### src/sv/uvsph_pkg.sv
// ----------------------------------------------------------------------------
// uvsph_pkg
// Shared types, constants and the quarter-wave sine table of the UV sphere
// grid point generator.
// ----------------------------------------------------------------------------
`timescale 1ns / 1ps

package uvsph_pkg;

   localparam int TRIG_TABLE_DEPTH = 256;
   localparam int TAB_AW = $clog2(TRIG_TABLE_DEPTH + 1);
   localparam int MAX_DIVISIONS = 255;
   localparam int MIN_SECTORS = 3;
   localparam int MIN_STACKS = 2;
   localparam int CSR_IDX_W = 2;
   localparam int RECIP_W = 32;
   localparam int ONE_Q14 = 16384;

   localparam logic [CSR_IDX_W-1:0] REG_SECTOR_COUNT = 2'd0;
   localparam logic [CSR_IDX_W-1:0] REG_STACK_COUNT = 2'd1;

   localparam logic [7:0] SECTOR_RESET = 8'd10;
   localparam logic [7:0] STACK_RESET = 8'd10;
   localparam logic [15:0] QUARTER_TURN = 16'h4000;
   localparam logic [63:0] HALF_PI_Q30 = 64'd1686629713;

   // Taylor series denominators (2n)(2n+1) for n = 1..6
   localparam int TAYLOR_DIV [1:6] = '{6, 20, 42, 72, 110, 156};

   typedef logic [14:0] sin_tab_type [0:TRIG_TABLE_DEPTH];

   typedef struct packed {
      logic [14:0] tex_s;
      logic [14:0] tex_t;
      logic [15:0] vertex_index;
      logic [15:0] below_index;
      logic        upper_tri_valid;
      logic        lower_tri_valid;
      logic        item_valid;
   } mesh_info_type;

   typedef struct packed {
      mesh_info_type info;
      logic [15:0]   vph;
      logic [15:0]   uph;
   } phase_word_type;

   typedef struct packed {
      mesh_info_type      info;
      logic signed [15:0] sin_u;
      logic signed [15:0] cos_u;
      logic signed [15:0] sin_v;
      logic signed [15:0] cos_v;
   } trig_word_type;

   typedef struct packed {
      mesh_info_type      info;
      logic signed [15:0] pos_x;
      logic signed [15:0] pos_y;
      logic signed [15:0] pos_z;
   } point_word_type;

   typedef struct packed {
      logic               busy;
      logic [RECIP_W-1:0] value;
   } recip_status_type;

   // Q30 Taylor series of sin, rounded to Q14; evaluated at elaboration
   function automatic sin_tab_type build_sin_tab();
      sin_tab_type        tab;
      logic [63:0]        x;
      logic [63:0]        term;
      logic [63:0]        q;
      logic signed [63:0] acc;
      for (int e = 0; e <= TRIG_TABLE_DEPTH; e++) begin
         x = (64'(e) * HALF_PI_Q30) / 64'(TRIG_TABLE_DEPTH);
         term = x;
         acc = $signed(x);
         for (int n = 1; n <= 6; n++) begin
            term = (term * x) >> 30;
            term = (term * x) >> 30;
            term = term / 64'(TAYLOR_DIV[n]);
            if ((n & 1) != 0) begin
               acc = acc - $signed(term);
            end else begin
               acc = acc + $signed(term);
            end
         end
         if (acc < 0) begin
            acc = 0;
         end
         q = (64'(acc) + 64'd32768) >> 16;
         if (q > 64'(ONE_Q14)) begin
            q = 64'(ONE_Q14);
         end
         tab[e] = q[14:0];
      end
      return tab;
   endfunction

   localparam sin_tab_type SIN_TAB = build_sin_tab();

   // sine of a 16-bit phase through the quarter-wave table, Q1.14
   function automatic logic signed [15:0] sin_phase(input logic [15:0] p);
      logic [1:0]          quad;
      logic [13:0]         r;
      logic [TAB_AW+14:0]  scaled;
      logic [TAB_AW-1:0]   idx;
      logic [TAB_AW-1:0]   sel;
      logic [15:0]         mag;
      quad = p[15:14];
      r = p[13:0];
      scaled = (TAB_AW+15)'(r) * (TAB_AW+15)'(TRIG_TABLE_DEPTH) + (TAB_AW+15)'(8192);
      idx = scaled[TAB_AW+13:14];
      sel = quad[0] ? (TAB_AW'(TRIG_TABLE_DEPTH) - idx) : idx;
      mag = {1'b0, SIN_TAB[sel]};
      return quad[1] ? (16'd0 - mag) : mag;
   endfunction

endpackage

### src/sv/uvsph_front.sv
// ----------------------------------------------------------------------------
// uvsph_front
// First stage: quotients by reciprocal multiply (phases, texture coords),
// vertex indices, triangle flags and range check.
// ----------------------------------------------------------------------------
`timescale 1ns / 1ps

module uvsph_front (
   input  logic                          clock,
   input  logic                          reset,
   input  logic                          en,
   input  logic                          in_valid,
   input  logic [7:0]                    stack_idx,
   input  logic [7:0]                    sector_idx,
   input  logic [7:0]                    sector_count,
   input  logic [7:0]                    stack_count,
   input  logic [uvsph_pkg::RECIP_W-1:0] recip_s,
   input  logic [uvsph_pkg::RECIP_W-1:0] recip_t,
   output logic                          out_valid,
   output uvsph_pkg::phase_word_type     out_word
);

   localparam int PW = 24 + uvsph_pkg::RECIP_W;

   logic                       valid_ff;
   uvsph_pkg::phase_word_type  word_ff, word_in;
   logic [23:0]                num_v, num_s, num_u, num_t;
   logic [PW-1:0]              prod_v, prod_s, prod_u, prod_t;
   logic [15:0]                k1, k2;
   logic                       in_range;

   always_comb begin
      // n*scale + count/2 is a concatenation since count/2 < scale
      num_v = {sector_idx, 9'd0, sector_count[7:1]};
      num_s = {2'd0, sector_idx, 7'd0, sector_count[7:1]};
      num_u = {1'b0, stack_idx, 8'd0, stack_count[7:1]};
      num_t = {2'd0, stack_idx, 7'd0, stack_count[7:1]};
      prod_v = PW'(num_v) * PW'(recip_s);
      prod_s = PW'(num_s) * PW'(recip_s);
      prod_u = PW'(num_u) * PW'(recip_t);
      prod_t = PW'(num_t) * PW'(recip_t);

      k1 = 16'(stack_idx) * (16'(sector_count) + 16'd1) + 16'(sector_idx);
      k2 = k1 + 16'(sector_count) + 16'd1;
      in_range = (stack_idx <= stack_count) && (sector_idx <= sector_count);

      word_in = '0;
      word_in.vph = prod_v[uvsph_pkg::RECIP_W+15:uvsph_pkg::RECIP_W];
      word_in.uph = uvsph_pkg::QUARTER_TURN
                    - prod_u[uvsph_pkg::RECIP_W+15:uvsph_pkg::RECIP_W];
      word_in.info.item_valid = in_range;
      if (in_range) begin
         word_in.info.tex_s = prod_s[uvsph_pkg::RECIP_W+14:uvsph_pkg::RECIP_W];
         word_in.info.tex_t = prod_t[uvsph_pkg::RECIP_W+14:uvsph_pkg::RECIP_W];
         word_in.info.vertex_index = k1;
         word_in.info.below_index = k2;
         word_in.info.upper_tri_valid = (sector_idx < sector_count)
                                        && (stack_idx < stack_count)
                                        && (stack_idx != 8'd0);
         word_in.info.lower_tri_valid = (sector_idx < sector_count)
                                        && ((9'(stack_idx) + 9'd1) < 9'(stack_count));
      end
   end

   always_ff @(posedge clock) begin
      if (reset) begin
         valid_ff <= 1'b0;
      end else if (en) begin
         valid_ff <= in_valid;
      end
   end

   always_ff @(posedge clock) begin
      if (en) begin
         word_ff <= word_in;
      end
   end

   assign out_valid = valid_ff;
   assign out_word = word_ff;

endmodule

### config.mk
export PLATFORM = sky130hd
export DESIGN_NAME = uvsph_front
export DESIGN_NICKNAME = d
export VERILOG_FILES = /design/src/sv/uvsph_pkg.sv /design/src/sv/uvsph_front.sv
export SDC_FILE = /design/constraint.sdc
export NUM_CORES = 2
export LEC_CHECK = 0
export BUFFER_PORTS_ARGS = -buffer_cell sky130_fd_sc_hd__buf_4
export CELL_PAD_IN_SITES_DETAIL_PLACEMENT = 1
export CELL_PAD_IN_SITES_GLOBAL_PLACEMENT = 2
export CORE_UTILIZATION = 25
export CTS_BUF_LIST = sky130_fd_sc_hd__clkbuf_8 sky130_fd_sc_hd__clkbuf_16
export DETAILED_ROUTE_END_ITERATION = 8
export PLACE_DENSITY_LB_ADDON = 0.1
export SETUP_SLACK_MARGIN = 0.2
export SLEW_MARGIN = 20
export SYNTH_ARGS = -nofsm -noshare
export SYNTH_HDL_FRONTEND = slang
export SYNTH_SLANG_ARGS = --single-unit
### constraint.sdc
create_clock -name clock -period 20.9 [get_ports clock]
set_input_delay 3.135 -clock clock [delete_from_list [all_inputs] [get_ports clock]]
set_output_delay 3.135 -clock clock [all_outputs]
set_load 0.05 [all_outputs]
### Word-level counts from Yosys, hierarchy flattened

Cells that the tools add are included.

* register bits after elaboration: 98
* bits in latches: 0
* bits in writable memories: 0
* bits in read-only memories: 0
* output and inout port bits: 98
* memories: 0

* $add $sub $neg: 6
* $mul: 5
* div/mod/pow operators: 0
* magnitude comparators: 5
* equal/unequal tests: 0
* shifts and indexed selects: 0
* mux-type cells: 0
* bitwise logic cells: 0
* reductions and logical operators: 5

Operator list (number)
* $mul A22 B32 Y47: 2
* $mul A23 B32 Y48: 1
* $mul A24 B32 Y48: 1
* $add A16 B8 Y16: 2
* $add A8 B1 Y9 const B: 2
* $add A16 B1 Y16 const B: 1
* $le A8 B8 Y1: 2
* $lt A8 B8 Y1: 2
* $mul A8 B9 Y16: 1
* $sub A15 B16 Y16 const A: 1
* $lt A9 B8 Y1: 1
* $reduce_bool A8 Y1: 1
* $logic_and A1 B1 Y1: 4

### Logic depth before layout (Yosys ltp)

* depth after elaboration: 5
* gate-level depth with buffers: 30

### Worst setup path before layout

Ideal clock, no wire load.

* path kind: input -> register
* start point: in stack_idx[2]
* end point: reg word_ff, in the netlist out_word[13], data pin
* data arrival time: 10.496 ns
* required time: 20.636 ns
* setup slack: 10.140 ns
* cell stages on the path: 27
* buffers on the path: 2
* cells stage by stage: clkbuf_1 clkbuf_1 nand2_1 fa_1 fa_1 inv_1 fa_1 inv_1 fa_1 inv_1 fa_1 inv_1 fa_1 inv_1 fa_1 ha_1 nand3_1 nor3_1 nand3_1 a311oi_1 nor3_4 xnor2_1 or4b_4 or4b_4 o31ai_2 o311ai_1 xnor2_1

RTL lines
* start, declared: line uvsph_front.sv:13 `input logic [7:0] stack_idx,`
* end signal, assigned: line uvsph_front.sv:75 `word_ff <= word_in;`
* end, declared: line uvsph_front.sv:26 `uvsph_pkg::phase_word_type word_ff, word_in;`

==> flow_summary.ini <==
[die]
start_util_pct = 25.2
rows = 169
coreArea_um2 = 212000
dieArea_um2 = 216000
io_pins = 198
fp.dieW_um = 465
die_height_um = 465

[clock_network]
clk_latency_ns = 0.42
holdBufCountCts = 0
cts-root-buf = clkbuf_16
cts_max_level = 3
numCtsBuffers = 9
clockBufferDepth = 2
post_cts_resized = 0
cts.sinks = 98
cts_tree = done
cts_setup_buffers = 0
cts.clk_slew.worst_paths_ns = 0.08

[timing]
setup_violations = 0
tightest_slew_ns = 1.03
rsz0062_at_grt = no
finalCriticalPeriod_ns = 11.63
finalHoldViolCount = 0
setup-tns-final_ns = 0
skew_ns = 0
slew-limit-headroom_pct = 31.0
finalMaxSlewViolations = 0
fmax_mhz = 86.0
timing.final.crit_share_pct = 55.6

[global_routing]
grt_max_degree = 59
grt_usage_pct = 17.1
antenna_found_initial = 18
grt_pass1_wl_um = 277000
overflow = 0
grt_pass1_vias = 43300

[critical_path]
r2r_setup_slack_ns = 20.32
rr_worst_depth = 2
crit_start = stack_idx[3]
r2r-end = out_valid
worstPathMaxFanout = 44
arrival_ns = 11.79
crit_required_ns = 21.07
crit_path_end_kind = flip-flop
r2r_start = out_valid
crit_end = out_word[13]
cp-start-kind = input port
crit_type = input port to flip-flop

[place]
place_congestion = 0.764
hpwl_um = 147000
io_buffer_count = 197

[yosys]
ys_types = 68
ys_ff_latch = 98
synthesis.nets = 7824
synth_area_leaders = fa_1 (43%), ha_1 (19%), inv_1 (12%), and2_1 (7.4%), edfxtp_1 (5.4%)
postSynthCellCount = 5786
seq_area_frac_synth_pct = 5.48
syn_area_um2 = 53500
synth_edf_count = 97
avgSynthCellArea_um2 = 9.25
synth_top_cell_by_area = fa_1
synth-main-ff-cell = edfxtp_1
synth_top_area_share_pct = 42.6
synthArstFlopShare_pct = 0
synth_warnings = 0

[route]
drc = 0
wl_per_cell_um = 20.6
vias_per_cell = 4.27
drt_iter0_drc = 1284
final_antenna_net_count = 0
routed_wirelength_um = 179000
vias = 36900
drt_first_pass_iters = 7

[final_layout]
num-nets-final = 7865
area_growth_pct = 8.90
drive_above_1_share_pct = 4.22

[run_status]
outcome = finished clean

[worst_hold_path]
hold_start = out_valid
hp-class = flip-flop to flip-flop

[job]
cap_violations = 0
## metal layers
layer | up-vias | global-route usage, % | share of wire [%]
met4 | 0 | 1.59 | 0.81
met1 | 19400 | 24.3 | 49
li1 | 17200 | - | -
met3 | 50 | 1.14 | 1.8
met5 | - | 0 | 0
met2 | 269 | 29.3 | 49
## sequential cells by signal (all words and copies together) (netlist names)
signal,count
out_valid,1
out_word,97
## critical path, cell delays in order
cell      delay, ns
buf_4          0.46
and2_1         0.25
fa_1           0.45
fa_1           0.54
fa_1           0.50
inv_1          0.05
fa_1           0.58
inv_1          0.09
fa_1           0.50
inv_1          0.05
fa_1           0.48
inv_1          0.06
fa_1           0.44
ha_1           0.40
nand3_1        0.13
nor3_1         0.62
nand3_1        0.22
a31oi_1        0.49
or4_1          0.21
o311ai_0       0.29
or4b_4         0.65
or4b_4         0.55
o31ai_2        0.24
o311ai_1       0.15
xnor2_1        0.17
## layout by cell type, fill, tap and decap left out, drive strengths merged, types with 7 or more instances in the layout
cell type / count
a211oi: 19
buf: 207
a21o: 65
edfxtp: 97
o21bai: 13
clkbuf: 9
or3: 9
fa: 1138
nand4: 25
inv: 1733
xnor2: 88
nand3: 35
nand2b: 9
nand2: 413
and3: 29
o31ai: 7
xor2: 32
diode: 7
nor2b: 25
a21oi: 108
o21a: 18
a31oi: 14
o211ai: 9
o21ai: 67
and2: 632
nor2: 97
nor3: 43
ha: 800
## layout make-up
cell class	instances	area, um2
Sequential cell	98	2930
Clock inverter	7	82.6
Inverter	1730	6490
Clock buffer	9	225
Timing Repair Buffer	207	1550
Fill cell	24700	154000
Multi-Input combinational cell	3781	43400
Antenna cell	7	17.5
Tap cell	2821	3530
## synth_stat cells (all sizes together) (5+ instances only)
| master | instances |
|---|---|
| o21a | 18 |
| o31ai | 7 |
| o211ai | 9 |
| edfxtp | 97 |
| nand2b | 9 |
| or4b | 5 |
| and3 | 29 |
| clkbuf | 176 |
| nor3 | 43 |
| ha | 800 |
| or3 | 9 |
| a21oi | 108 |
| or2 | 6 |
| nand3 | 35 |
| xnor2 | 88 |
| a21o | 65 |
| nand4 | 25 |
| inv | 1730 |
| a211oi | 19 |
| o2111ai | 6 |
| o21bai | 13 |
| nor2b | 25 |
| nor4 | 6 |
| nor2 | 97 |
| fa | 1138 |
| a31oi | 14 |
| a211o | 6 |
| and2 | 632 |
| o21ai | 67 |
| nand2 | 413 |
| xor2 | 32 |
| and4 | 6 |
## cells by family (layout without fill, tap and decap cells)
group                    after synthesis  in the layout  synth area share, %
adder cells (fa/ha/maj)             1938           1938                 61.3
buffers and inverters               1907           1953                 13.4
AND/OR/NAND/NOR                     1348           1348                 13.3
AO/OA/AOI/OAI                        373            373                 4.55
XOR/XNOR                             120            120                 1.96
flip-flops                            98             98                 5.48
multiplexers                           2              2               0.0374
other                                  0              7                    0
## stage by stage
step | worst slack (ns) | instances | hold slack (ns) | utilization (%) | area, um2
2_1_floorplan | 10.14 | 5786 | 0.733 | - | 53500
3_3_place_gp | 8.74 | 8637 | 0.480 | 27.3 | 57900
3_5_place_dp | 8.82 | 8637 | 0.493 | 27.3 | 57900
4_1_cts | 9.26 | 8653 | 0.510 | 27.4 | 58300
5_1_grt | 8.88 | 8653 | 0.535 | 27.4 | 58300
6_report | 9.27 | 8660 | 0.500 | 27.5 | 58300
## worst min path at each step
| stage | slack (ns) | end | cells past startpoint |
|---|---|---|---|
| finish | 0.50 | out_valid | 2 |
| global route | 0.54 | out_valid | 2 |
| CTS | 0.51 | out_valid | 2 |
| detailed placement | 0.49 | out_valid | 2 |
| global placement | 0.48 | out_valid | 2 |
| floorplan | 0.73 | out_valid | 2 |
Power is not shown: default switching activity piles up to over one toggle a cycle in this logic, so the estimate is an artifact.
