[src/sv/uvsph_pkg.sv]
// ----------------------------------------------------------------------------
// uvsph_pkg
// Shared types, constants and the quarter-wave sine table of the UV sphere
// grid point generator.
// ----------------------------------------------------------------------------
`timescale 1ns / 1ps

package uvsph_pkg;

   localparam int TRIG_TABLE_DEPTH = 256;
   localparam int TAB_AW = $clog2(TRIG_TABLE_DEPTH + 1);
   localparam int MAX_DIVISIONS = 255;
   localparam int MIN_SECTORS = 3;
   localparam int MIN_STACKS = 2;
   localparam int CSR_IDX_W = 2;
   localparam int RECIP_W = 32;
   localparam int ONE_Q14 = 16384;

   localparam logic [CSR_IDX_W-1:0] REG_SECTOR_COUNT = 2'd0;
   localparam logic [CSR_IDX_W-1:0] REG_STACK_COUNT = 2'd1;

   localparam logic [7:0] SECTOR_RESET = 8'd10;
   localparam logic [7:0] STACK_RESET = 8'd10;
   localparam logic [15:0] QUARTER_TURN = 16'h4000;
   localparam logic [63:0] HALF_PI_Q30 = 64'd1686629713;

   // Taylor series denominators (2n)(2n+1) for n = 1..6
   localparam int TAYLOR_DIV [1:6] = '{6, 20, 42, 72, 110, 156};

   typedef logic [14:0] sin_tab_type [0:TRIG_TABLE_DEPTH];

   typedef struct packed {
      logic [14:0] tex_s;
      logic [14:0] tex_t;
      logic [15:0] vertex_index;
      logic [15:0] below_index;
      logic        upper_tri_valid;
      logic        lower_tri_valid;
      logic        item_valid;
   } mesh_info_type;

   typedef struct packed {
      mesh_info_type info;
      logic [15:0]   vph;
      logic [15:0]   uph;
   } phase_word_type;

   typedef struct packed {
      mesh_info_type      info;
      logic signed [15:0] sin_u;
      logic signed [15:0] cos_u;
      logic signed [15:0] sin_v;
      logic signed [15:0] cos_v;
   } trig_word_type;

   typedef struct packed {
      mesh_info_type      info;
      logic signed [15:0] pos_x;
      logic signed [15:0] pos_y;
      logic signed [15:0] pos_z;
   } point_word_type;

   typedef struct packed {
      logic               busy;
      logic [RECIP_W-1:0] value;
   } recip_status_type;

   // Q30 Taylor series of sin, rounded to Q14; evaluated at elaboration
   function automatic sin_tab_type build_sin_tab();
      sin_tab_type        tab;
      logic [63:0]        x;
      logic [63:0]        term;
      logic [63:0]        q;
      logic signed [63:0] acc;
      for (int e = 0; e <= TRIG_TABLE_DEPTH; e++) begin
         x = (64'(e) * HALF_PI_Q30) / 64'(TRIG_TABLE_DEPTH);
         term = x;
         acc = $signed(x);
         for (int n = 1; n <= 6; n++) begin
            term = (term * x) >> 30;
            term = (term * x) >> 30;
            term = term / 64'(TAYLOR_DIV[n]);
            if ((n & 1) != 0) begin
               acc = acc - $signed(term);
            end else begin
               acc = acc + $signed(term);
            end
         end
         if (acc < 0) begin
            acc = 0;
         end
         q = (64'(acc) + 64'd32768) >> 16;
         if (q > 64'(ONE_Q14)) begin
            q = 64'(ONE_Q14);
         end
         tab[e] = q[14:0];
      end
      return tab;
   endfunction

   localparam sin_tab_type SIN_TAB = build_sin_tab();

   // sine of a 16-bit phase through the quarter-wave table, Q1.14
   function automatic logic signed [15:0] sin_phase(input logic [15:0] p);
      logic [1:0]          quad;
      logic [13:0]         r;
      logic [TAB_AW+14:0]  scaled;
      logic [TAB_AW-1:0]   idx;
      logic [TAB_AW-1:0]   sel;
      logic [15:0]         mag;
      quad = p[15:14];
      r = p[13:0];
      scaled = (TAB_AW+15)'(r) * (TAB_AW+15)'(TRIG_TABLE_DEPTH) + (TAB_AW+15)'(8192);
      idx = scaled[TAB_AW+13:14];
      sel = quad[0] ? (TAB_AW'(TRIG_TABLE_DEPTH) - idx) : idx;
      mag = {1'b0, SIN_TAB[sel]};
      return quad[1] ? (16'd0 - mag) : mag;
   endfunction

endpackage

[src/sv/uvsph_scale.sv]
// ----------------------------------------------------------------------------
// uvsph_scale
// Third and fourth stages: cos(u)*cos(v) and cos(u)*sin(v) products, then
// rounding back to Q1.14 into the output register.
// ----------------------------------------------------------------------------
`timescale 1ns / 1ps

module uvsph_scale (
   input  logic                      clock,
   input  logic                      reset,
   input  logic                      en_mul,
   input  logic                      en_out,
   input  logic                      in_valid,
   input  uvsph_pkg::trig_word_type  in_word,
   output logic                      mul_valid,
   output logic                      out_valid,
   output uvsph_pkg::point_word_type out_word
);

   typedef struct packed {
      uvsph_pkg::mesh_info_type info;
      logic signed [31:0]       prod_x;
      logic signed [31:0]       prod_y;
      logic signed [15:0]       pos_z;
   } mul_word_type;

   logic                       mul_valid_ff;
   logic                       out_valid_ff;
   mul_word_type               mul_ff, mul_in;
   uvsph_pkg::point_word_type  out_ff, out_in;

   // Q28 -> Q14, half away from zero
   function automatic logic [15:0] round_q14(input logic signed [31:0] prod);
      logic [31:0] mag;
      logic [31:0] res;
      mag = prod[31] ? (32'd0 - prod) : prod;
      res = (mag + 32'd8192) >> 14;
      return prod[31] ? (16'd0 - res[15:0]) : res[15:0];
   endfunction

   always_comb begin
      mul_in.info = in_word.info;
      mul_in.prod_x = $signed(in_word.cos_u) * $signed(in_word.cos_v);
      mul_in.prod_y = $signed(in_word.cos_u) * $signed(in_word.sin_v);
      mul_in.pos_z = in_word.sin_u;
   end

   always_comb begin
      out_in = '0;
      out_in.info = mul_ff.info;
      if (mul_ff.info.item_valid) begin
         out_in.pos_x = round_q14(mul_ff.prod_x);
         out_in.pos_y = round_q14(mul_ff.prod_y);
         out_in.pos_z = mul_ff.pos_z;
      end
   end

   always_ff @(posedge clock) begin
      if (reset) begin
         mul_valid_ff <= 1'b0;
         out_valid_ff <= 1'b0;
      end else begin
         if (en_mul) begin
            mul_valid_ff <= in_valid;
         end
         if (en_out) begin
            out_valid_ff <= mul_valid_ff;
         end
      end
   end

   always_ff @(posedge clock) begin
      if (en_mul) begin
         mul_ff <= mul_in;
      end
      if (en_out) begin
         out_ff <= out_in;
      end
   end

   assign mul_valid = mul_valid_ff;
   assign out_valid = out_valid_ff;
   assign out_word = out_ff;

endmodule

[config.mk]
export PLATFORM = sky130hd
export DESIGN_NAME = uvsph_scale
export DESIGN_NICKNAME = d
export VERILOG_FILES = /design/src/sv/uvsph_pkg.sv /design/src/sv/uvsph_scale.sv
export SDC_FILE = /design/constraint.sdc
export NUM_CORES = 2
export LEC_CHECK = 0
export BUFFER_PORTS_ARGS = -buffer_cell sky130_fd_sc_hd__buf_4
export CORE_ASPECT_RATIO = 0.6
export CORE_MARGIN = 2
export CORE_UTILIZATION = 51
export DETAILED_ROUTE_END_ITERATION = 8
export PLACE_DENSITY = 0.8
export SETUP_SLACK_MARGIN = 0.05
export SYNTH_ARGS = -nofsm -noshare
export SYNTH_HDL_FRONTEND = slang
export SYNTH_SLANG_ARGS = --single-unit
[constraint.sdc]
create_clock -name clock -period 20.1 [get_ports clock]
set_input_delay 1.005 -clock clock [delete_from_list [all_inputs] [get_ports clock]]
set_output_delay 1.005 -clock clock [all_outputs]
set_load 0.1 [all_outputs]
Word level (Yosys, flattened, before mapping)

Cells that the tools add are included.
W data, S select, Z words.

Bits in registers: 260
Logic and storage cells: 34
Input bits: 134

Multipliers: 2
$add $sub $neg: 6
Muxes and demuxes: 4

Operators by type and width:

| cell                     | number |
|---|---|
| $mul A16 B16 Y32         | 2 |
| $add A30 B14 Y30 const B | 2 |
| $mux W30                 | 2 |
| $sub A1 B30 Y30 const A  | 2 |
| $mux W16                 | 2 |
| $sub A1 B16 Y16 const A  | 2 |

Depth between registers and ports, before layout

Word-level depth: 5
Mapped depth: 26

Least setup slack after synthesis

No wires, ideal clock.

Path type: input-to-reg
Start: input in_word[42] (netlist name)
End: register mul_ff[44] (netlist name), data pin
Buffers on the path: 1
Stages on the path: 22
Arrival: 6.999 ns
Setup time: 0.265 ns
Required time: 19.835 ns
Slack: 12.836 ns
Path through: clkbuf_1 -> nand2_1 -> fa_1 -> fa_1 -> fa_1 -> fa_1 -> inv_1 -> fa_1 -> inv_1 -> fa_1 -> inv_1 -> ha_1 -> and3_1 -> and3_1 -> a21oi_1 -> a21oi_1 -> a2111oi_0 -> nor3_1 -> and4_1 -> a2111oi_0 -> o21ai_0 -> xor2_1

RTL lines:

| element              | RTL line          | text |
|---|---|---|
| start, declared      | uvsph_scale.sv:14 | `input uvsph_pkg::trig_word_type in_word,` |
| end signal, assigned | uvsph_scale.sv:74 | `mul_ff <= mul_in;` |
| end, declared        | uvsph_scale.sv:29 | `mul_word_type mul_ff, mul_in;` |

==> results list <==
- First-pass detailed-route iteration total: 5
* Most instantiated flip-flop cell in the synthesis netlist: sky130_fd_sc_hd__edfxtp_1
- At the pin with the least slew margin, the transition time is 1.06 ns.
- Clock latency reported for the late side of the worst-skew pair: 0.56 ns
- Clock-pin slew was measured on the worst setup and hold paths at 0.07 ns.
* Headroom to the max-slew limit: 0.291
* Antenna Nets Post-Route: 0
- The flow ran to the end, and the final reports show no timing, DRC or antenna violations.
- Initial antenna violation count: 1
- Clock tree synthesis selected as its root buffer the cell sky130_fd_sc_hd__clkbuf_16.
- At the end of routability-driven placement, the weighted congestion stood at 0.878.
- Path type of the worst min-delay path: reg2reg
- In the routed layout, each cell is associated on average with a via count of 5.29.
* Filler Cells Inserted: 5035
- Net Count, Synth: 3773
- Row generation in the floorplan step produced 69 rows.
- Hold_sp: mul_ff[139]$_DFFE_PP_
- At the worst endpoint, the arrival time is 8.09 ns.
- The die is 194 microns tall.
* Util after Layout: 0.571
* Floorplan die area: 61900 sq um
* Maximum number of pins on one net before global-route repair: 78
* Crit path required time: 20.39 ns
* Buffer levels on the longest clock path: 3
- Number of maximum-capacitance constraint violations: 0
- Across every metal layer, demand over resource in global routing totals 0.220.
- Number of port buffers: 248
* Hold Violations, Final: 0
- The share of synthesized area in the top cell type comes to 0.344.
- The startpoint identified for the worst register-to-register timing path is mul_ff[55]$_DFFE_PP_.
- The clock net in this run drives a total of 258 sinks.
- Peak fanout along the critical path: 32
* Share of layout cells above drive strength 1: 0.102
- Area of all placed cells without fillers: 33800 sq um
* Number of synthesized flops with an enable pin: 256
- Based on the critical path, the design can be clocked at up to 0.128 GHz.
- Measured along the x axis, the die boundary spans 320 microns.
- Cell type with the largest total area after synthesis: sky130_fd_sc_hd__fa_1
- Instance count after placement with tap cells included: 3858
- For hold timing, the worst endpoint is out_word[107]$_DFFE_PP_.
- Setup violations remaining at the end of the flow were counted as 0.
- In the final timing run, aggregate negative setup slack is 0 ns.
- CTS built an H-tree with a depth of 1.
- Buffers inserted to repair hold after CTS numbered 0.
- STA classifies the critical path endpoint as a flop.
- For this run the aggregate overflow at the end of global routing stands at 0.
* Routed len/inst: 16.9 microns
- After synthesis, the mean cell area works out to 10.4 sq um.
* Placed standard-cell area: 32900 sq um
- Buffers added to address setup during post-CTS repair amount to 0.
- During synthesis, Yosys emitted a total of 0 warnings.
* R2r endpoint: out_word[46]$_SDFFCE_PN0P_
* Proportion of synthesized flip-flops having asynchronous set or reset: 0
- For this configuration, the core starts out at a cell density of 0.516.
- Summed over all nets, the half-perimeter wirelength after detailed placement is 52.0 mm.
- Counting distinct cell types in the post-synthesis netlist gives 82.
* CTS tree: yes
- The most common cell in the synthesized netlist is sky130_fd_sc_hd__inv_1.
- The worst register-to-register path has a depth of 15.
- The critical path starts at in_word[42].
- The critical path is of the in2reg type.
- Setup slack of the most critical reg-to-reg path: 15.38 ns
- Vias in the first global route: 21200
- Post-cts repair resize count: 0
- After the flow finishes, the layout carries non-filler instances totaling 3905.
* Final clock period utilization by the worst path: 0.388
- Subtracting the final worst setup slack from the clock period gives 7.80 ns.
* Number of pins exceeding their max-slew limit in the final report: 0
- The clock arrives with 0.0127 ns of skew.
- The first global-routing pass estimated 111 mm of wire.
* Number of synthesized register bits: 258
- Syn Std Cell Area: 30500 sq um
- Detailed-route via count: 20700
* DRC violations left: 0
- Count of nets after finishing: 3931
* Routed wire length: 66.1 mm
- WHS Path Cells: 0
- Top-level I/O count: 249
- Ranked by total cell area, the synthesized netlist is headed by sky130_fd_sc_hd__fa_1, sky130_fd_sc_hd__edfxtp_1, sky130_fd_sc_hd__inv_1.
- Placeable Area: 59100 sq um
- Startpoint kind of the worst setup timing path: input port
- Buffers inserted during clock tree synthesis total 26.
- Most numerous cell types in the synthesized netlist: sky130_fd_sc_hd__inv_1, sky130_fd_sc_hd__fa_1, sky130_fd_sc_hd__nand2_1
* Number of design-rule violations left by the first detailed-router iteration: 1690
- Layout Area Growth over Synthesis: 10.6%
* Mapped Cells: 2947
- Setup repair after global routing left no endpoint under its margin.
- For this run, the register share of the synthesized area comes to 0.253.
==> kinds of logic (layout without fill, tap and decap cells) <==
kind of cell	after synthesis	in the layout	synth area share
multiplexers	12	12	0.00398
flip-flops	258	258	0.253
XOR/XNOR	135	135	0.0392
AO/OA/AOI/OAI	248	248	0.0545
AND/OR/NAND/NOR	855	855	0.144
adder cells (fa/ha/maj)	693	693	0.413
other	0	1	0
buffers and inverters	746	922	0.0922
==> area by class of cell <==
class	count	area (sq um)	area share
clock buffers	33	677	0.0201
clock inverters	13	145	0.00430
well taps	781	977	0.0289
flip-flops and latches	258	7730	0.229
inverters	622	2330	0.0692
diodes	1	2.50	0.0000741
multi-input cells	1943	20000	0.592
repair buffers	254	1910	0.0566
==> layer usage <==
layer | vias to the layer above | global-route usage | part of all wire
met5 | - | 0 | 0
met4 | 0 | 0.0292 | 0.011
met3 | 44 | 0.0330 | 0.077
met2 | 737 | 0.326 | 0.44
met1 | 10400 | 0.350 | 0.47
li1 | 9464 | - | -
==> sequential cells by signal (all words and copies together) (netlist names) <==
signal     flops
mul_ff       143
out_valid      1
out_word     113
mul_valid      1
==> worst max-delay path by stage <==
stage | endpoint
after floorplan | mul_ff[44]$_DFFE_PP_
after global placement | mul_ff[44]$_DFFE_PP_
after detailed placement | mul_ff[44]$_DFFE_PP_
after CTS | mul_ff[44]$_DFFE_PP_
after global routing | mul_ff[44]$_DFFE_PP_
final | mul_ff[44]$_DFFE_PP_
==> worst max-delay path, stage by stage <==
cell	delay, ns
sky130_fd_sc_hd__buf_4	0.36
sky130_fd_sc_hd__nand2_1	0.14
sky130_fd_sc_hd__fa_1	0.53
sky130_fd_sc_hd__fa_1	0.58
sky130_fd_sc_hd__fa_1	0.45
sky130_fd_sc_hd__fa_1	0.54
sky130_fd_sc_hd__inv_1	0.05
sky130_fd_sc_hd__fa_1	0.53
sky130_fd_sc_hd__inv_1	0.06
sky130_fd_sc_hd__fa_1	0.53
sky130_fd_sc_hd__inv_1	0.05
sky130_fd_sc_hd__ha_1	0.37
sky130_fd_sc_hd__and3_1	0.19
sky130_fd_sc_hd__and3_1	0.17
sky130_fd_sc_hd__a21oi_1	0.20
sky130_fd_sc_hd__a21oi_1	0.20
sky130_fd_sc_hd__a2111oi_0	0.67
sky130_fd_sc_hd__nor3_1	0.22
sky130_fd_sc_hd__and4_1	0.26
sky130_fd_sc_hd__a2111oi_0	0.54
sky130_fd_sc_hd__o21ai_0	0.23
sky130_fd_sc_hd__xor2_1	0.18
==> cell usage in the layout, fill, tap and decap left out, types with 13 or more instances in the layout <==
| cell type | n |
|---|---|
| sky130_fd_sc_hd__o21ai_0 | 37 |
| sky130_fd_sc_hd__ha_1 | 168 |
| sky130_fd_sc_hd__clkbuf_16 | 26 |
| sky130_fd_sc_hd__and3_1 | 13 |
| sky130_fd_sc_hd__xnor2_1 | 98 |
| sky130_fd_sc_hd__buf_4 | 253 |
| sky130_fd_sc_hd__nand3_1 | 25 |
| sky130_fd_sc_hd__a21oi_1 | 70 |
| sky130_fd_sc_hd__fa_1 | 524 |
| sky130_fd_sc_hd__nor3_1 | 29 |
| sky130_fd_sc_hd__nand2_1 | 295 |
| sky130_fd_sc_hd__and2_1 | 273 |
| sky130_fd_sc_hd__a21o_1 | 23 |
| sky130_fd_sc_hd__xor2_1 | 36 |
| sky130_fd_sc_hd__nor2_1 | 109 |
| sky130_fd_sc_hd__nand2b_1 | 25 |
| sky130_fd_sc_hd__edfxtp_1 | 256 |
| sky130_fd_sc_hd__inv_1 | 622 |
==> per-stage QoR <==
| stage | hold WS [ns] | setup WS (ns) |
|---|---|---|
| CTS | 0.397 | 12.42 |
| finish | 0.409 | 12.30 |
| detailed placement | 0.405 | 11.84 |
| global placement | 0.400 | 12.06 |
| global route | 0.406 | 11.98 |
| floorplan | 0.400 | 12.84 |
Power is left out: the tool's default activity adds up to more than one toggle a clock period on the data nets, which glitch-free logic cannot reach.
