`config.mk`:
```
export PLATFORM = sky130hd
export DESIGN_NAME = uvsph_recip
export DESIGN_NICKNAME = d
export VERILOG_FILES = /design/src/sv/uvsph_pkg.sv /design/src/sv/uvsph_recip.sv
export SDC_FILE = /design/constraint.sdc
export NUM_CORES = 1
export LEC_CHECK = 0
export ABC_CLOCK_PERIOD_IN_PS = 3500
export BUFFER_PORTS_ARGS = -buffer_cell sky130_fd_sc_hd__buf_4
export CAP_MARGIN = 20
export CORE_ASPECT_RATIO = 1.75
export CORE_MARGIN = 5
export CORE_UTILIZATION = 50
export DETAILED_ROUTE_END_ITERATION = 10
export GPL_ROUTABILITY_DRIVEN = 0
export HOLD_SLACK_MARGIN = 0.05
export MAX_ROUTING_LAYER = met4
export PLACE_DENSITY = 0.73
export RECOVER_POWER = 50
export SYNTH_ARGS = -nofsm -noshare
export SYNTH_HDL_FRONTEND = slang
export SYNTH_SLANG_ARGS = --single-unit
```
`constraint.sdc`:
```
create_clock -name clock -period 3.5 [get_ports clock]
set_input_delay 0.875 -clock clock [delete_from_list [all_inputs] [get_ports clock]]
set_output_delay 0.875 -clock clock [all_outputs]
set_load 0.03 [all_outputs]
```
`src/sv/uvsph_pkg.sv`:
```
// ----------------------------------------------------------------------------
// uvsph_pkg
// Shared types, constants and the quarter-wave sine table of the UV sphere
// grid point generator.
// ----------------------------------------------------------------------------
`timescale 1ns / 1ps

package uvsph_pkg;

   localparam int TRIG_TABLE_DEPTH = 256;
   localparam int TAB_AW = $clog2(TRIG_TABLE_DEPTH + 1);
   localparam int MAX_DIVISIONS = 255;
   localparam int MIN_SECTORS = 3;
   localparam int MIN_STACKS = 2;
   localparam int CSR_IDX_W = 2;
   localparam int RECIP_W = 32;
   localparam int ONE_Q14 = 16384;

   localparam logic [CSR_IDX_W-1:0] REG_SECTOR_COUNT = 2'd0;
   localparam logic [CSR_IDX_W-1:0] REG_STACK_COUNT = 2'd1;

   localparam logic [7:0] SECTOR_RESET = 8'd10;
   localparam logic [7:0] STACK_RESET = 8'd10;
   localparam logic [15:0] QUARTER_TURN = 16'h4000;
   localparam logic [63:0] HALF_PI_Q30 = 64'd1686629713;

   // Taylor series denominators (2n)(2n+1) for n = 1..6
   localparam int TAYLOR_DIV [1:6] = '{6, 20, 42, 72, 110, 156};

   typedef logic [14:0] sin_tab_type [0:TRIG_TABLE_DEPTH];

   typedef struct packed {
      logic [14:0] tex_s;
      logic [14:0] tex_t;
      logic [15:0] vertex_index;
      logic [15:0] below_index;
      logic        upper_tri_valid;
      logic        lower_tri_valid;
      logic        item_valid;
   } mesh_info_type;

   typedef struct packed {
      mesh_info_type info;
      logic [15:0]   vph;
      logic [15:0]   uph;
   } phase_word_type;

   typedef struct packed {
      mesh_info_type      info;
      logic signed [15:0] sin_u;
      logic signed [15:0] cos_u;
      logic signed [15:0] sin_v;
      logic signed [15:0] cos_v;
   } trig_word_type;

   typedef struct packed {
      mesh_info_type      info;
      logic signed [15:0] pos_x;
      logic signed [15:0] pos_y;
      logic signed [15:0] pos_z;
   } point_word_type;

   typedef struct packed {
      logic               busy;
      logic [RECIP_W-1:0] value;
   } recip_status_type;

   // Q30 Taylor series of sin, rounded to Q14; evaluated at elaboration
   function automatic sin_tab_type build_sin_tab();
      sin_tab_type        tab;
      logic [63:0]        x;
      logic [63:0]        term;
      logic [63:0]        q;
      logic signed [63:0] acc;
      for (int e = 0; e <= TRIG_TABLE_DEPTH; e++) begin
         x = (64'(e) * HALF_PI_Q30) / 64'(TRIG_TABLE_DEPTH);
         term = x;
         acc = $signed(x);
         for (int n = 1; n <= 6; n++) begin
            term = (term * x) >> 30;
            term = (term * x) >> 30;
            term = term / 64'(TAYLOR_DIV[n]);
            if ((n & 1) != 0) begin
               acc = acc - $signed(term);
            end else begin
               acc = acc + $signed(term);
            end
         end
         if (acc < 0) begin
            acc = 0;
         end
         q = (64'(acc) + 64'd32768) >> 16;
         if (q > 64'(ONE_Q14)) begin
            q = 64'(ONE_Q14);
         end
         tab[e] = q[14:0];
      end
      return tab;
   endfunction

   localparam sin_tab_type SIN_TAB = build_sin_tab();

   // sine of a 16-bit phase through the quarter-wave table, Q1.14
   function automatic logic signed [15:0] sin_phase(input logic [15:0] p);
      logic [1:0]          quad;
      logic [13:0]         r;
      logic [TAB_AW+14:0]  scaled;
      logic [TAB_AW-1:0]   idx;
      logic [TAB_AW-1:0]   sel;
      logic [15:0]         mag;
      quad = p[15:14];
      r = p[13:0];
      scaled = (TAB_AW+15)'(r) * (TAB_AW+15)'(TRIG_TABLE_DEPTH) + (TAB_AW+15)'(8192);
      idx = scaled[TAB_AW+13:14];
      sel = quad[0] ? (TAB_AW'(TRIG_TABLE_DEPTH) - idx) : idx;
      mag = {1'b0, SIN_TAB[sel]};
      return quad[1] ? (16'd0 - mag) : mag;
   endfunction

endpackage

```
`src/sv/uvsph_recip.sv`:
```
// ----------------------------------------------------------------------------
// uvsph_recip
// Bit-serial reciprocal unit: value = ceil(2^32 / divisor), one quotient bit
// per cycle. Runs after reset and after each start pulse.
// ----------------------------------------------------------------------------
`timescale 1ns / 1ps

module uvsph_recip (
   input  logic                        clock,
   input  logic                        reset,
   input  logic                        start,
   input  logic [7:0]                  divisor,
   output uvsph_pkg::recip_status_type status
);

   localparam int STEP_W = $clog2(uvsph_pkg::RECIP_W);
   localparam logic [STEP_W-1:0] LAST_STEP = STEP_W'(uvsph_pkg::RECIP_W - 1);

   logic                              run_ff, run_in;
   logic [STEP_W-1:0]                 step_ff, step_in;
   logic [7:0]                        rem_ff, rem_in;
   logic [uvsph_pkg::RECIP_W-1:0]     quo_ff, quo_in;
   logic [uvsph_pkg::RECIP_W-1:0]     value_ff, value_in;
   logic [8:0]                        shifted;
   logic                              fits;

   // numerator is 2^32-1, so every bit shifted in is a one
   always_comb begin
      shifted = {rem_ff, 1'b1};
      fits = (shifted >= {1'b0, divisor});
      run_in = run_ff;
      step_in = step_ff;
      rem_in = rem_ff;
      quo_in = quo_ff;
      value_in = value_ff;
      if (start) begin
         run_in = 1'b1;
         step_in = '0;
         rem_in = '0;
         quo_in = '0;
      end else if (run_ff) begin
         rem_in = fits ? 8'(shifted - {1'b0, divisor}) : shifted[7:0];
         quo_in = {quo_ff[uvsph_pkg::RECIP_W-2:0], fits};
         step_in = step_ff + 1'b1;
         if (step_ff == LAST_STEP) begin
            run_in = 1'b0;
            value_in = quo_in + 1'b1;
         end
      end
   end

   always_ff @(posedge clock) begin
      if (reset) begin
         run_ff <= 1'b1;
         step_ff <= '0;
         rem_ff <= '0;
         quo_ff <= '0;
      end else begin
         run_ff <= run_in;
         step_ff <= step_in;
         rem_ff <= rem_in;
         quo_ff <= quo_in;
      end
   end

   always_ff @(posedge clock) begin
      value_ff <= value_in;
   end

   assign status.busy = run_ff;
   assign status.value = value_ff;

endmodule

```
# After elaboration in Yosys (flattened, before gate mapping)
# Cells that the tools add are included.
[op_classes]
addsub = 3
mul = 0
div = 0
magnitude_cmp = 1
eq_ne = 1
shift = 0
muxes = 3
n_bitwise = 1
reduce_logical = 2
[op_table]
columns = ["operator", "n"]
rows = [
  ["adder 32 x 1 -> 32 bit (second input constant)", 1],
  ["greater-or-equal comparator 9 x 8 -> 1 bit", 1],
  ["2-to-1 mux 8 bit", 1],
  ["subtractor 8 bit", 1],
  ["adder 5 x 1 -> 5 bit (second input constant)", 1],
  ["== test 5 bit (second input constant)", 1],
  ["AND reduction 3 bit", 1],
  ["2-to-1 mux 1 bit", 2],
  ["OR reduction 2 bit", 1],
  ["inverter 1 bit", 1],
]
[totals]
regBits = 77
latchBits = 0
mem_bits_rw = 0
mem_bits_ro = 0
out_inout_bits = 33
wordCells = 16
n_memories = 0

# Longest topological paths before layout
# Gate-level depths: netlist (run 1).
[logic_depth]
ltp_word = 3
depth_mapped = 14
depth_no_buf = 14

# Worst setup path after synthesis (run 1)
# No wires, ideal clock.
[synth_timing]
kind = "input -> register"
from = "input port start"
to = "register value_ff[0] (netlist bit), enable pin"
arrival_ns = 3.252
t_required_ns = 3.032
setup_slack_ns = -0.220
stages = 1
path_buffers = 0
cell_sequence = "nor3b_1"
[synth_between]
elab_chain_len = 2
[synth_rtl]
columns = ["item", "line_no", "source"]
rows = [
  ["from (decl)", "uvsph_recip.sv:11", "input logic start,"],
  ["inverter 1 bit (no source line)", "--", ""],
  ["AND reduction 3 bit (no source line)", "--", ""],
  ["to (signal assigned)", "uvsph_recip.sv:67", "value_ff <= value_in;"],
  ["to (decl)", "uvsph_recip.sv:23", "logic [uvsph_pkg::RECIP_W-1:0] value_ff, value_in;"],
]
# No other way between the ends.
# A chain may end at the register's enable or synchronous reset.

# Worst setup path after layout (run 1)
[layout_timing]
from = "input port divisor[1]"
to = "register value_ff[26] (netlist bit), data pin"
[layout_between]
elab_chain_len = 2
[layout_rtl]
columns = ["item", "line_no", "source"]
rows = [
  ["from (decl)", "uvsph_recip.sv:12", "input logic [7:0] divisor,"],
  ["greater-or-equal comparator 9 x 8 -> 1 bit", "uvsph_recip.sv:30", "fits = (shifted >= {1'b0, divisor});"],
  ["named net fits", "uvsph_recip.sv:25", "logic fits;"],
  ["adder 32 x 1 -> 32 bit", "uvsph_recip.sv:47", "value_in = quo_in + 1'b1;"],
]
# The timed path passes the listed nets, and every way through them passes these cells.

==> impl_metrics.ini, run 1 <==
[clock_tree]
cts_made_buffers = 9
cts_tree = built
clkLatencyLatePin_ns = 0.33
cts_resized = 0
postCtsHoldBufs = 0
cts-root-buf = clkbuf_16
cts.clk_slew.worst_paths_ns = 0.06
htree_num_levels = 3
post_cts_buffers = 0
clock_sinks = 77
clockBufferDepth = 2

[drt]
wl_um = 7418
vias_per_cell = 5.471
drcViolationCount = 0
wl_per_cell_um = 15.20
drt_iter0_drc = 133
first_pass_iters = 4
vias = 2670
antenna_left = 0

[finish]
syn_to_final_growth_pct = 15.83
n_antenna_cell = 0
layout.cells.non_filler = 488
final_util = 0.5975
final_nets = 419
drive_gt1_frac = 0.1393
stdcell_area_mm2 = 0.004322

[critical_path]
path_max_fanout = 4
path_depth = 14
worstSetupPathType = in -> reg
critical_path_required_ns = 3.58
cpPeakStageDelay_ns = 0.40
reg2reg_depth = 3
r2r_slack_ns = 0.61
startpoint = divisor[1]
worst_ep_arrival_time_ns = 3.23
worst_path_max_delay_cell = fa_1
cp_num_buf_inv = 2
timing.rr.start = run_ff
endpoint_kind = flop
endpoint = value_ff[26]
critPathLaunchType = primary input
path_cells = buf_4 -> ha_1 -> fa_1 -> nand2b_1 -> a21oi_2 -> o21ba_2 -> nor2_1 -> inv_1 -> ha_1 -> nand3_1 -> nor3_4 -> and3_1 -> nand3_1 -> xnor2_1
r2r_end = value_ff[13]
path_delay_family = simple AND/OR/NAND/NOR gates

[power_and_ir_drop]
peakVddDrop_uv = 419.9
p_leak_nw = 1.848
p_total_mw = 1.914
powerDensity_mw_per_mm2 = 443.0

[sta]
worst_pin_slew_ns = 2.213
setup_violations = 0
fin_skew_ns = 0.003169
hold_violations = 0
fmax_mhz = 317.3
rsz0062_at_grt = false
min_period_ns = 3.152
hold_slack_ns = 0.5020
max_slew_margin = -0.4756
post-route-period-util = 0.9005
slew_violations = 41

[global_route]
grt_pass1_vias = 2611
antenna_found_initial = 0
grt_overflow_total = 0
grt_max_degree = 41
grt_pass1_wl_um = 12430
grt_use_total = 0.1746

[logic_synthesis]
synth-main-ff-cell = dfxtp_1
synth_area_mm2 = 0.003731
synth.distinct_cells = 50
ys_top_cells_by_area = edfxtp_1 (26%), dfxtp_1 (24%), mux2i_1 (8.6%)
syn_nets = 373
yosysSeqAreaShare = 0.4990
yosysTopAreaCellShare = 0.2575
yosys.area.top_type = edfxtp_1
synth.most_common_cell = nor2_1
yosysWarnings = 0
syn_avg_cell_area_um2 = 10.63
ys_seq_elements = 77
syn_inst = 351
synthTopCellsByCount = nor2_1 (49), dfxtp_1 (45), edfxtp_1 (32), mux2i_1 (32)
async_reset_ff_frac = 0
synth-edff-count = 32

[job]
maxCapViolCount = 1

[floorplanning]
row_count = 41
die_h_um = 124.3
die_x_um = 75.30
core_mm2 = 0.007233
die_area_mm2 = 0.009358
start_util = 0.5158
io_pins = 44

[placement]
place_area_mm2 = 0.004151
numPortBuffers = 43
dp_cells = 472
post-dp-hpwl_um = 5156

[status]
violations = max-capacitance violations, max-slew violations
status = finished, violations left

[min_path]
min_path_type = reg -> reg
kinds of logic after synthesis:
logic type	synth area share
flops	0.4990
mux	0.09188
compound gates	0.09926
fa+ha+maj	0.03890
buf+inv	0.03823
xor+xnor	0.07981
simple gates	0.1529
worst min path at each step:
stage / startpoint / endpoint / cells after the start / slack (ns)
4_1_cts: rem_ff[3] / rem_ff[4] / 2 / 0.51
3_5_place_dp: step_ff[4] / step_ff[4] / 2 / 0.50
6_report: rem_ff[3] / rem_ff[4] / 2 / 0.50
2_1_floorplan: step_ff[4] / step_ff[4] / 2 / 0.47
5_1_grt: rem_ff[3] / rem_ff[4] / 2 / 0.53
3_3_place_gp: rem_ff[3] / rem_ff[4] / 2 / 0.49
layout by cell type, fill, tap and decap left out, drive strengths merged, types with 16 or more instances in the layout:
cell    count
dfxtp      45
buf        19
xor2       17
clkbuf     43
xnor2      17
nor2       49
nand3      17
mux2i      32
edfxtp     32
a21oi      16
worst min-delay path, delay by kind of cell (launching register included):
kind,cells,cell delay [ns]
AO/OA/AOI/OAI,1,0.07
AND/OR/NAND/NOR,1,0.07
flip-flops,1,0.32
layout make-up:
class,count,area [µm²]
Tap cell,86,107.6
Fill cell,625,2912
Clock buffer,9,225.2
Inverter,12,45.04
Sequential cell,77,1862
Timing Repair Buffer,53,271.5
Clock inverter,7,72.57
Multi-Input combinational cell,244,1738
state kept, by name, indices dropped and copies added (netlist names):
name	flops
step_ff	5
rem_ff	8
quo_ff	31
run_ff	1
value_ff	32
report_power, final:
group          leakage, nW  internal, mW  switching, mW
Sequential           0.673         0.930        0.00240
Combinational         1.03        0.0276         0.0350
Clock                0.142         0.554          0.365
stage by stage:
step	setup slack, ns	TNS [ns]
final	0.3482	0
after global routing	0.09126	0
after CTS	0.3412	0
after detailed placement	-0.01299	-0.01299
after global placement	0.04719	0
after floorplan	0.009308	0
routing by layer:
layer | track usage | up-vias | wire length, µm
met3 | 0.03312 | 4 | 304
met5 | - | - | 0
li1 | - | 1345 | -
met1 | 0.1962 | 1274 | 2978
met4 | 0.07209 | 0 | 91
met2 | 0.2934 | 47 | 4044
No activity file was read; power rests on OpenSTA's default activity.
==> run 2, diff against run 1 <==
--- a/config.mk
+++ b/config.mk
@@ -5,6 +5,7 @@
 export SDC_FILE = /design/constraint.sdc
 export NUM_CORES = 1
 export LEC_CHECK = 0
+export ABC_AREA = 1
 export ABC_CLOCK_PERIOD_IN_PS = 3500
 export BUFFER_PORTS_ARGS = -buffer_cell sky130_fd_sc_hd__buf_4
 export CAP_MARGIN = 20
@@ -15,8 +16,9 @@
 export GPL_ROUTABILITY_DRIVEN = 0
 export HOLD_SLACK_MARGIN = 0.05
 export MAX_ROUTING_LAYER = met4
-export PLACE_DENSITY = 0.73
+export PLACE_DENSITY = 0.72
 export RECOVER_POWER = 50
+export REMOVE_ABC_BUFFERS = 1
 export SYNTH_ARGS = -nofsm -noshare
 export SYNTH_HDL_FRONTEND = slang
 export SYNTH_SLANG_ARGS = --single-unit
==> run 2 against run 1 <==
Net effect:
- the flow still finishes with violations (max-capacitance violations, max-slew violations)
- setup slack gained 0.21 ns
- synthesized area increased by 6.1%
- non-clock buffer count down 5
- die area up 5.4%
- hold slack got worse by 0.027 ns
- fmax is 7.3% higher
- sequential share of layout area is 1.5 points lower
- critical path depth increased by 4
- combinational power grew 18%
- critical endpoint unchanged
- largest cell class unchanged
- largest power group unchanged
==> impl_metrics.ini, run 2 <==
[finish]
nFillCells = 766
regMostFlops = value_ff
drive_gt1_frac = 0.1192
n_antenna_cell = 0
layout_common_cells = nand2_1 (104), inv_1 (53), dfxtp_1 (45)
largest_reg_flops = 32
final_nets = 537
final_common_cell = nand2_1
top_regs = value_ff: 32 flops, quo_ff: 31 flops, rem_ff: 8 flops
syn_to_final_growth_pct = 13.05

[critical_path]
worstSetupPathType = in -> reg
critical_path_required_ns = 3.59
endpoint_kind = flop
critPathLaunchType = primary input
path_max_fanout = 4
reg2reg_depth = 7
worst_ep_arrival_time_ns = 3.03

[sta]
tns_ns = 0
post-route-period-util = 0.8392
slew_violations = 33
max_slew_margin = -0.1598
fin_skew_ns = 0.004307
setup_violations = 0
fmax_mhz = 340.5
hold_slack_ns = 0.4754
rsz0062_at_grt = false
hold_violations = 0
min_period_ns = 2.937
worst_pin_slew_ns = 1.740

[global_route]
antenna_found_initial = 0
grt_max_degree = 46
grt_use_total = 0.1831
grt_pass1_wl_um = 14060
grt_pass1_vias = 3096
grt_overflow_total = 0

[clock_tree]
cts.clk_slew.worst_paths_ns = 0.05
htree_num_levels = 3
cts_made_buffers = 9
cts_tree = built
clockBufferDepth = 2
postCtsHoldBufs = 0
clkLatencyLatePin_ns = 0.33
post_cts_buffers = 0
cts_resized = 0
cts-root-buf = clkbuf_16
clock_sinks = 77

[power_and_ir_drop]
switchingPower_uw = 367.8
p_total_mw = 1.822
peakVddDrop_uv = 276.2
switching_share = 0.2019
p_clk_frac = 0.447
power.internal_mw = 1.454
power_frac_seq = 0.513
comb_power_share = 0.041
p_leak_nw = 1.782
powerDensity_mw_per_mm2 = 407.1

[logic_synthesis]
syn_inst = 473
synth_area_mm2 = 0.003959
async_reset_ff_frac = 0
yosys.area.top_type = edfxtp_1
ys_top_cells_by_area = edfxtp_1 (24%), dfxtp_1 (23%), nand2_1 (9.9%)
synth.most_common_cell = nand2_1
yosysSeqAreaShare = 0.4703
synthTopCellsByCount = nand2_1 (104), inv_1 (53), dfxtp_1 (45)
ys_seq_elements = 77
syn_avg_cell_area_um2 = 8.370
synth-main-ff-cell = dfxtp_1
synth.distinct_cells = 43
yosysTopAreaCellShare = 0.2427
synth-edff-count = 32
yosysWarnings = 0

[drt]
wl_um = 8366
drcViolationCount = 0
antenna_left = 0
drt_iter0_drc = 195
first_pass_iters = 5
wl_per_cell_um = 13.71
vias = 3186
vias_per_cell = 5.223

[floorplanning]
io_pins = 44
die_h_um = 127.7
core_mm2 = 0.007855
die_area_mm2 = 0.009868
row_count = 43
die_x_um = 77.27
start_util = 0.5040

[status]
violations = max-capacitance violations, max-slew violations
status = finished, violations left

[min_path]
min_path_type = reg -> reg
worstHoldPathCells = 2

[job]
maxCapViolCount = 1

[placement]
post-dp-hpwl_um = 6269
numPortBuffers = 43
[run 2: cell count changes in the layout (fill, tap and decap cells not counted), moves of 7 or more]
cell / before / now
inv_1: 12 / 53
buf_4: 19 / 12
nand2_2: 1 / 9
nor2_1: 49 / 28
a21oi_2: 9 / 1
a21oi_1: 7 / 44
nor3_1: 1 / 14
mux2i_1: 32 / 0
nand2_1: 13 / 104
[run 2: per-layer routing]
layer	up-vias	wire length [µm]	track usage
li1	1628	-	-
met1	1472	3195	0.1828
met2	68	4584	0.3317
met3	18	304	0.03516
met4	0	282	0.09413
met5	-	0	-
[run 2: cells by family after synthesis]
kind of cell | synth area share
and+or+nand+nor | 0.2639
buffers and inverters | 0.07870
DFF | 0.4703
AOI/OAI and AO/OA | 0.09545
xor gates and xnor gates | 0.05499
adders and majority gates | 0.03666
[run 2: layout make-up]
cell class,count,area [µm²],area share
sequential,77,1862,0.4160
clock buffer,13,250.2,0.05591
inverter,60,225.2,0.05032
multi-input combinational,319,1788,0.3995
clock inverter,3,12.51,0.002796
timing repair buffer,48,225.2,0.05032
tap,90,112.6,0.02516
[run 2: path summary, 6_finish.rpt]
check	startpoint	endpoint	slack, ns
hold reg to reg	step_ff[4]	step_ff[4]	0.48
setup / recovery	divisor[1]	value_ff[26]	0.56
setup reg to reg	step_ff[1]	value_ff[3]	0.68
hold / removal	step_ff[4]	step_ff[4]	0.48
[run 2: power groups by stage]
stage,combinational [mW],clock [mW],sequential [mW]
3_5_place_dp,0.0749,0,0.953
6_report,0.0738,0.814,0.934
5_1_grt,0.0841,0.867,0.934
4_1_cts,0.0753,0.838,0.934
2_1_floorplan,0.0505,0,0.953
3_3_place_gp,0.0738,0,0.953
[run 2: per-stage QoR]
| stage | setup slack [ns] | util | cell area (µm²) | cells |
|---|---|---|---|---|
| floorplan | 0.3211 | - | 3872 | 456 |
| global placement | 0.2797 | 0.5535 | 4348 | 594 |
| detailed placement | 0.2163 | 0.5535 | 4348 | 594 |
| CTS | 0.5663 | 0.5870 | 4611 | 610 |
| global route | 0.3846 | 0.5698 | 4476 | 610 |
| finish | 0.5628 | 0.5698 | 4476 | 610 |
[run 2: worst max-delay path, cell delays in order]
cell     delay (ns)
buf_4          0.11
ha_1           0.21
fa_1           0.36
inv_1          0.08
nand2_1        0.06
nand2_1        0.11
nand3_2        0.11
nand3_4        0.07
ha_1           0.19
nand3_2        0.15
nor2_2         0.15
nand2_2        0.10
nor2_4         0.12
nand2_4        0.09
nor2_8         0.11
nand2_2        0.05
nand2_1        0.05
nand2_1        0.04
